[src/design/rteq_pkg.sv]
// Package for the relative-time event queue.
// Holds the sequencer state type, op codes and parameter defaults.
// No dependencies.
`timescale 1ns / 1ps

package rteq_pkg;

    localparam int DEPTH_DEFAULT     = 32;
    localparam int COST_BITS_DEFAULT = 16;
    localparam int ID_BITS_DEFAULT   = 16;

    localparam int OP_BITS = 2;

    typedef enum logic [OP_BITS-1:0] {
        OP_INSERT = 2'd0,
        OP_POP    = 2'd1,
        OP_CLEAR  = 2'd2,
        OP_NOP    = 2'd3
    } t_op;

    typedef enum logic [2:0] {
        ST_IDLE,
        ST_INS_WALK,
        ST_INS_PUT,
        ST_POP_HEAD,
        ST_POP_WALK,
        ST_DONE
    } t_state;

endpackage

[src/design/relative_time_event_queue.sv]
// Relative-time event queue: sorted scheduler queue in one memory, walked by a sequencer.
// Depends on rteq_pkg.
//
//   channel | handshake                    | payload
//   --------+------------------------------+---------------------------------------------
//   in      | i_in_valid / o_in_stall      | i_op, i_wait_cost, i_agent_id
//   out     | o_out_valid / i_out_stall    | o_served_valid, o_served_id, o_served_cost,
//           |                              | o_insert_rejected, o_entries_left, o_head_cost
//
// Clear, no-op, rejected insert, pop of an empty queue and insert into an empty queue go
// straight to the done state. Insert and pop walk the stored entries through the single memory
// read port, one per cycle; insert walks down from the tail, pop walks up from the head.
// Reset (synchronous, active low) empties the queue; memory contents are not cleared.
// The input is stalled while an operation runs; a finished result waits in the result
// registers while the sequencer holds in its last state until the output register frees up.
`timescale 1ns / 1ps

module relative_time_event_queue
    import rteq_pkg::*;
#(
    parameter int DEPTH     = DEPTH_DEFAULT,
    parameter int COST_BITS = COST_BITS_DEFAULT,
    parameter int ID_BITS   = ID_BITS_DEFAULT,
    parameter int CNT_W     = $clog2(DEPTH + 1)
) (
    input  logic                 i_clk,
    input  logic                 i_rst_n,
    // input channel
    input  logic                 i_in_valid,
    output logic                 o_in_stall,
    input  logic [OP_BITS-1:0]   i_op,
    input  logic [COST_BITS-1:0] i_wait_cost,
    input  logic [ID_BITS-1:0]   i_agent_id,
    // output channel
    output logic                 o_out_valid,
    input  logic                 i_out_stall,
    output logic                 o_served_valid,
    output logic [ID_BITS-1:0]   o_served_id,
    output logic [COST_BITS-1:0] o_served_cost,
    output logic                 o_insert_rejected,
    output logic [CNT_W-1:0]     o_entries_left,
    output logic [COST_BITS-1:0] o_head_cost
);

    localparam int IDX_W = $clog2(DEPTH);
    localparam int ENT_W = COST_BITS + ID_BITS;
    localparam logic [CNT_W-1:0] FULL_CNT = CNT_W'(DEPTH);

    // entry memory: {cost, id}
    logic [ENT_W-1:0] r_mem [DEPTH];
    logic [ENT_W-1:0] r_rd_data;

    logic             mem_we;
    logic [IDX_W-1:0] mem_waddr;
    logic [ENT_W-1:0] mem_wdata;
    logic [IDX_W-1:0] mem_raddr;

    t_state r_state, n_state;
    logic [CNT_W-1:0]     r_count, n_count;
    logic [IDX_W-1:0]     r_idx, n_idx;
    logic [COST_BITS-1:0] r_head, n_head;
    logic [COST_BITS-1:0] r_new_cost, n_new_cost;
    logic [ID_BITS-1:0]   r_new_id, n_new_id;
    logic                 r_sv, n_sv;
    logic [ID_BITS-1:0]   r_sid, n_sid;
    logic [COST_BITS-1:0] r_scost, n_scost;
    logic                 r_rej, n_rej;

    logic                 r_out_valid, n_out_valid;
    logic                 r_o_sv, n_o_sv;
    logic [ID_BITS-1:0]   r_o_sid, n_o_sid;
    logic [COST_BITS-1:0] r_o_scost, n_o_scost;
    logic                 r_o_rej, n_o_rej;
    logic [CNT_W-1:0]     r_o_cnt, n_o_cnt;
    logic [COST_BITS-1:0] r_o_head, n_o_head;

    logic                 in_fire;
    logic [COST_BITS-1:0] rd_cost;
    logic [ID_BITS-1:0]   rd_id;
    logic [COST_BITS-1:0] diff;
    logic [CNT_W-1:0]     last_idx;

    assign in_fire  = i_in_valid && (r_state == ST_IDLE);
    assign rd_cost  = r_rd_data[ENT_W-1:ID_BITS];
    assign rd_id    = r_rd_data[ID_BITS-1:0];
    assign diff     = rd_cost - r_scost;
    assign last_idx = r_count - CNT_W'(1);

    // memory: one write port, one registered read port
    always_ff @(posedge i_clk) begin
        if (mem_we) begin
            r_mem[mem_waddr] <= mem_wdata;
        end
        r_rd_data <= r_mem[mem_raddr];
    end

    // control registers
    always_ff @(posedge i_clk) begin
        if (!i_rst_n) begin
            r_state     <= ST_IDLE;
            r_count     <= '0;
            r_out_valid <= 1'b0;
        end else begin
            r_state     <= n_state;
            r_count     <= n_count;
            r_out_valid <= n_out_valid;
        end
    end

    // datapath registers
    always_ff @(posedge i_clk) begin
        r_idx      <= n_idx;
        r_head     <= n_head;
        r_new_cost <= n_new_cost;
        r_new_id   <= n_new_id;
        r_sv       <= n_sv;
        r_sid      <= n_sid;
        r_scost    <= n_scost;
        r_rej      <= n_rej;
        r_o_sv     <= n_o_sv;
        r_o_sid    <= n_o_sid;
        r_o_scost  <= n_o_scost;
        r_o_rej    <= n_o_rej;
        r_o_cnt    <= n_o_cnt;
        r_o_head   <= n_o_head;
    end

    // sequencer: next state, memory control, result capture
    always_comb begin
        n_state     = r_state;
        n_count     = r_count;
        n_idx       = r_idx;
        n_head      = r_head;
        n_new_cost  = r_new_cost;
        n_new_id    = r_new_id;
        n_sv        = r_sv;
        n_sid       = r_sid;
        n_scost     = r_scost;
        n_rej       = r_rej;
        n_out_valid = r_out_valid && i_out_stall;
        n_o_sv      = r_o_sv;
        n_o_sid     = r_o_sid;
        n_o_scost   = r_o_scost;
        n_o_rej     = r_o_rej;
        n_o_cnt     = r_o_cnt;
        n_o_head    = r_o_head;
        mem_we      = 1'b0;
        mem_waddr   = '0;
        mem_wdata   = {r_new_cost, r_new_id};
        mem_raddr   = '0;

        case (r_state)
            ST_IDLE: begin
                if (in_fire) begin
                    n_sv       = 1'b0;
                    n_sid      = '0;
                    n_scost    = '0;
                    n_rej      = 1'b0;
                    n_new_cost = i_wait_cost;
                    n_new_id   = i_agent_id;
                    n_state    = ST_DONE;
                    case (t_op'(i_op))
                        OP_INSERT: begin
                            if (r_count == FULL_CNT) begin
                                n_rej = 1'b1;
                            end else if (r_count == '0) begin
                                mem_we    = 1'b1;
                                mem_waddr = '0;
                                mem_wdata = {i_wait_cost, i_agent_id};
                                n_count   = CNT_W'(1);
                                n_head    = i_wait_cost;
                            end else begin
                                // walk down from the tail
                                mem_raddr = last_idx[IDX_W-1:0];
                                n_idx     = last_idx[IDX_W-1:0];
                                n_state   = ST_INS_WALK;
                            end
                        end
                        OP_POP: begin
                            if (r_count != '0) begin
                                mem_raddr = '0;
                                n_state   = ST_POP_HEAD;
                            end
                        end
                        OP_CLEAR: begin
                            n_count = '0;
                        end
                        default: begin
                        end
                    endcase
                end
            end

            ST_INS_WALK: begin
                if (rd_cost > r_new_cost) begin
                    // shift this entry up one slot
                    mem_we    = 1'b1;
                    mem_waddr = r_idx + IDX_W'(1);
                    mem_wdata = r_rd_data;
                    if (r_idx == '0) begin
                        n_state = ST_INS_PUT;
                    end else begin
                        mem_raddr = r_idx - IDX_W'(1);
                        n_idx     = r_idx - IDX_W'(1);
                    end
                end else begin
                    mem_we    = 1'b1;
                    mem_waddr = r_idx + IDX_W'(1);
                    n_count   = r_count + CNT_W'(1);
                    n_state   = ST_DONE;
                end
            end

            ST_INS_PUT: begin
                // new entry becomes the head
                mem_we    = 1'b1;
                mem_waddr = '0;
                n_head    = r_new_cost;
                n_count   = r_count + CNT_W'(1);
                n_state   = ST_DONE;
            end

            ST_POP_HEAD: begin
                n_sv    = 1'b1;
                n_sid   = rd_id;
                n_scost = rd_cost;
                if (r_count == CNT_W'(1)) begin
                    n_count = '0;
                    n_state = ST_DONE;
                end else begin
                    mem_raddr = IDX_W'(1);
                    n_idx     = IDX_W'(1);
                    n_state   = ST_POP_WALK;
                end
            end

            ST_POP_WALK: begin
                // move entry down one slot, rebased by the popped cost
                mem_we    = 1'b1;
                mem_waddr = r_idx - IDX_W'(1);
                mem_wdata = {diff, rd_id};
                if (r_idx == IDX_W'(1)) begin
                    n_head = diff;
                end
                if (CNT_W'(r_idx) == last_idx) begin
                    n_count = last_idx;
                    n_state = ST_DONE;
                end else begin
                    mem_raddr = r_idx + IDX_W'(1);
                    n_idx     = r_idx + IDX_W'(1);
                end
            end

            ST_DONE: begin
                if (!r_out_valid || !i_out_stall) begin
                    n_out_valid = 1'b1;
                    n_o_sv      = r_sv;
                    n_o_sid     = r_sid;
                    n_o_scost   = r_scost;
                    n_o_rej     = r_rej;
                    n_o_cnt     = r_count;
                    n_o_head    = (r_count == '0) ? '0 : r_head;
                    n_state     = ST_IDLE;
                end
            end

            default: begin
                n_state = ST_IDLE;
            end
        endcase
    end

    assign o_in_stall        = (r_state != ST_IDLE);
    assign o_out_valid       = r_out_valid;
    assign o_served_valid    = r_o_sv;
    assign o_served_id       = r_o_sid;
    assign o_served_cost     = r_o_scost;
    assign o_insert_rejected = r_o_rej;
    assign o_entries_left    = r_o_cnt;
    assign o_head_cost       = r_o_head;

endmodule
[config.mk]
export PLATFORM = sky130hd
export DESIGN_NAME = relative_time_event_queue
export DESIGN_NICKNAME = d
export VERILOG_FILES = /design/src/design/rteq_pkg.sv /design/src/design/relative_time_event_queue.sv
export SDC_FILE = /design/constraint.sdc
export NUM_CORES = 2
export LEC_CHECK = 0
export ABC_CLOCK_PERIOD_IN_PS = 5100
export BUFFER_PORTS_ARGS = -buffer_cell sky130_fd_sc_hd__buf_2
export CAP_MARGIN = 40
export CORE_MARGIN = 2
export CORE_UTILIZATION = 65
export CTS_BUF_LIST = sky130_fd_sc_hd__clkbuf_4 sky130_fd_sc_hd__clkbuf_8
export DETAILED_ROUTE_END_ITERATION = 8
export MAX_ROUTING_LAYER = met4
export PLACE_DENSITY = 0.8
export SLEW_MARGIN = 20
export SYNTH_ARGS = -nofsm -noshare
export SYNTH_HDL_FRONTEND = slang
export SYNTH_SLANG_ARGS = --single-unit
export TNS_END_PERCENT = 5
[constraint.sdc]
create_clock -name i_clk -period 5.1 [get_ports i_clk]
set_clock_uncertainty 0.1 [all_clocks]
set_input_delay 0.765 -clock i_clk [delete_from_list [all_inputs] [get_ports i_clk]]
set_output_delay 0.765 -clock i_clk [all_outputs]
set_load 0.02 [all_outputs]
==> flow_summary.json <==
{
  "dpl_cell_area_sq_mm": 0.05137,
  "critical_path_peak_fanout": 104,
  "synth_fa_ha_area_frac": 0.009867,
  "path_cells": "inv_1, ha_1, nand3_1, or4_1, a21oi_1, nor3b_2, buf_4, o31ai_4, buf_12, buf_4, mux2i_1, a32oi_1, a21oi_1, a211oi_2",
  "avgRoutedWirePerCell_microns": 28.47,
  "worst_ep_arrival_time_ns": 5.29,
  "drt_wl_total_microns": 130500,
  "start_util": 0.6575,
  "critical_path.max_stage_delay_ns": 0.58,
  "synth_sequential_area_ratio": 0.7331,
  "pwr_cell_area_mw_per_mm2": 744.2,
  "worst_setup_path_start_kind": "flip-flop",
  "antenna_found_initial": 7,
  "synthXorXnorAreaFrac": 0.004116,
  "die-width_microns": 278.4,
  "synth_fp_nets": 3306,
  "synth.distinct_cells": 84,
  "total_negative_slack_ns": 0,
  "proportion_of_register_bits_with_asynchronous_set_or_reset_after_synthesis": 0,
  "required_time_of_the_critical_path_ns": 5.73,
  "cts_num_sinks": 1209,
  "timing.critical_path.to_type": "flip-flop",
  "num_vias": 30960,
  "drt-initial-drc-count": 4807,
  "yosys_most_used_dff": "edfxtp_1",
  "cell_count_after_synthesis": 3230,
  "yosys.area_share.simple": 0.06956,
  "root_buffer": "clkbuf_8",
  "dieArea_sq_mm": 0.07751,
  "cap_viol_max_count": 0,
  "yosys-mux-area-fraction": 0.07324,
  "io-pin-count": 96,
  "cts_made_buffers": 183,
  "num_rows": 100,
  "hpwlAfterDp_microns": 70470,
  "min_period_ns": 4.669,
  "postSynthAreaPerCell_sq_um": 15.15,
  "static-leakage-power_nw": 18.72,
  "clock_latency_ns": 0.88,
  "min_period_over_period": 0.9154,
  "postLayoutCoreUtil": 0.7415,
  "dieHeight_microns": 278.4,
  "viasPerCell": 6.758,
  "cpMaxStageDelayCell": "buf_12",
  "synth-edff-count": 1167,
  "synth.ff_latch_count": 1209,
  "via_count_of_the_first_global_routing_pass": 30670,
  "tightestPinTransition_ns": 0.8896,
  "globalplace.congestion": 0.9124,
  "grt.total_usage": 0.3458,
  "synth.yosys.warnings": 0,
  "postLayoutSetupSlackWorst_ns": 0.4312,
  "result_of_the_run": "complete, no violations",
  "synth_top_family_by_area": "compound AO/OA/AOI/OAI gates",
  "critical_path_class": "reg -> reg",
  "layout-area-overhead-vs-synth_pct": 12.79,
  "io_buffer_count": 95,
  "hold_viol_final": 0,
  "post_route_cells_drive_above_1_share": 0.1724,
  "drt_pre_antenna_iters": 6,
  "final-setup-viol-count": 0,
  "achievable-frequency_mhz": 214.2,
  "totalPowerFinal_mw": 41.09,
  "final_nets": 3531,
  "cts.htree.levels": 4,
  "ant_nets": 0,
  "cts_max_path_buffers": 3,
  "drt_drc_violations_left": 0,
  "core_area_sq_mm": 0.07445,
  "synth_compound_gate_area_share": 0.08714,
  "rsz0062_at_grt": "no",
  "slew_viol_final": 0,
  "cts_tree": "yes",
  "global_route.overflow_total": 0,
  "worst_ir_drop_on_vdd_mv": 1.018,
  "final_design_area_no_fill_sq_mm": 0.05521,
  "cts.reportedPaths.clkPinSlew_ns": 0.06,
  "min_path_type": "in -> reg",
  "grt_max_degree": 111,
  "synth_area_sq_mm": 0.04895,
  "post-place-ws_ns": 0.5773,
  "slew-limit-headroom": 0.4055,
  "wire_length_of_the_first_global_routing_pass_microns": 189800
}
worst paths after layout:
path / cells past startpoint / from / to / slack [ns]
worst max-delay path: 14 / r_new_cost[11]$_DFFE_PP_ / r_rd_data[27]$_DFF_P_ / 0.43
worst min-delay path: 1 / i_agent_id[6] / r_new_id[6]$_DFFE_PP_ / 0.04
worst max register to register: 14 / r_new_cost[11]$_DFFE_PP_ / r_rd_data[27]$_DFF_P_ / 0.43
worst min register to register: 0 / r_sid[10]$_SDFFCE_PN0P_ / o_served_id[10]$_DFFE_PP_ / 0.32
cells in the mapped netlist, types with 4 or more instances:
| cell | instances | area (sq um) |
|---|---|---|
| a211o_1 | 4 | 35.03 |
| a211oi_1 | 4 | 30.03 |
| a211oi_2 | 31 | 387.9 |
| a21oi_1 | 163 | 815.8 |
| a221o_1 | 6 | 60.06 |
| a221oi_1 | 4 | 35.03 |
| a222oi_1 | 24 | 240.2 |
| a22oi_1 | 19 | 142.6 |
| a31oi_1 | 6 | 37.54 |
| a32oi_1 | 161 | 1410 |
| and2_1 | 37 | 231.5 |
| buf_1 | 8 | 30.03 |
| buf_2 | 88 | 440.4 |
| buf_4 | 16 | 120.1 |
| clkbuf_1 | 76 | 285.3 |
| dfxtp_1 | 42 | 840.8 |
| edfxtp_1 | 1167 | 35040 |
| ha_1 | 37 | 462.9 |
| inv_1 | 59 | 221.5 |
| mux2i_1 | 357 | 3573 |
| nand2_1 | 520 | 1952 |
| nand2b_1 | 10 | 62.56 |
| nand3_1 | 19 | 95.09 |
| nor2_1 | 86 | 322.8 |
| nor2b_1 | 24 | 150.1 |
| nor3_1 | 46 | 230.2 |
| nor3b_1 | 4 | 30.03 |
| o2111ai_1 | 5 | 43.79 |
| o211ai_1 | 4 | 30.03 |
| o21a_1 | 8 | 60.06 |
| o21ai_0 | 40 | 200.2 |
| o221ai_1 | 35 | 306.5 |
| o22ai_1 | 8 | 50.05 |
| o31ai_1 | 6 | 45.04 |
| or2_2 | 6 | 37.54 |
| or3_1 | 7 | 43.79 |
| xnor2_1 | 15 | 131.4 |
| xor2_1 | 8 | 70.07 |
sequential cells by signal, summed over array words and instances (netlist names):
| register | count |
|---|---|
| o_head_cost | 16 |
| r_idx | 5 |
| o_out_valid | 1 |
| o_served_valid | 1 |
| r_new_id | 16 |
| o_insert_rejected | 1 |
| o_served_cost | 16 |
| o_served_id | 16 |
| r_state | 3 |
| r_rej | 1 |
| r_sv | 1 |
| r_sid | 16 |
| r_rd_data | 32 |
| r_head | 16 |
| r_scost | 16 |
| r_new_cost | 16 |
| r_count | 6 |
| o_entries_left | 6 |
| r_mem | 1024 |
area by class of cell:
class / instances / area, sq um
clock inverters: 77 / 476.7
repair buffers: 230 / 1908
well taps: 969 / 1212
flip-flops and latches: 1209 / 35880
multi-input cells: 1771 / 12330
diodes: 5 / 12.51
inverters: 60 / 225.2
clock buffers: 261 / 3161
fillers: 4277 / 19240
layer usage:
| metal | GRT usage | vias to the layer above | share of wire |
|---|---|---|---|
| li1 | - | 12980 | - |
| met1 | 0.4539 | 15180 | 0.36 |
| met2 | 0.5184 | 2378 | 0.46 |
| met5 | - | - | 0 |
| met4 | 0.1648 | 0 | 0.048 |
| met3 | 0.07891 | 429 | 0.13 |
layout by cell type, fill, tap and decap left out, drive strengths merged, types with 6 or more instances in the layout:
| master | Yosys | routed |
|---|---|---|
| edfxtp | 1167 | 1167 |
| nand2 | 520 | 520 |
| mux2i | 357 | 357 |
| clkbuf | 76 | 261 |
| buf | 114 | 223 |
| a21oi | 165 | 165 |
| a32oi | 161 | 161 |
| nor2 | 88 | 88 |
| inv | 59 | 68 |
| clkinv | 1 | 64 |
| nor3 | 48 | 48 |
| dfxtp | 42 | 42 |
| o21ai | 41 | 41 |
| ha | 37 | 37 |
| and2 | 37 | 37 |
| o221ai | 35 | 35 |
| a211oi | 35 | 35 |
| a222oi | 24 | 24 |
| nor2b | 24 | 24 |
| a22oi | 19 | 19 |
| nand3 | 19 | 19 |
| xnor2 | 15 | 15 |
| nand2b | 10 | 10 |
| xor2 | 8 | 8 |
| o21a | 8 | 8 |
| o22ai | 8 | 8 |
| or2 | 8 | 8 |
| or3 | 7 | 7 |
| dlygate4sd3 | 0 | 7 |
| a221o | 6 | 6 |
| a31oi | 6 | 6 |
| o31ai | 6 | 6 |
| nor3b | 6 | 6 |
what timing repair did:
action | 4_1_cts | 5_1_grt
hold buffers | 7 | 0
gates resized for setup | 0 | 0
buffers inserted | 0 | 0
endpoints found under the hold margin | 7 | 0
metrics by stage:
step	std cells	hold WS, ns
2_1_floorplan	3230	0.3003
3_3_place_gp	4219	0.3044
3_5_place_dp	4226	0.3045
4_1_cts	4571	0.0009374
5_1_grt	4580	0.01431
6_report	4582	0.03740
worst max-delay path: cells and delay by family (launching register included):
family	cells	cell delay [ns]
compound gates	5	1.22
fa+ha+maj	1	0.31
buf+inv	4	1.38
flops	1	0.38
mux	1	0.16
simple gates	3	0.82
cell families (layout without fill, tap and decap cells):
kind of cell / Yosys count / after routing
other cells: 0 / 5
mux: 358 / 358
xor+xnor: 23 / 23
flops: 1209 / 1209
simple gates: 788 / 788
fa+ha+maj: 38 / 38
buf+inv: 250 / 628
compound gates: 564 / 564
where the power goes:
part           total (mW)  internal (mW)  switching, mW
sequential           15.5           15.0          0.597
clock                7.85           4.13           3.72
combinational        17.7           5.59           12.1
(Power assumes the default switching activity.)
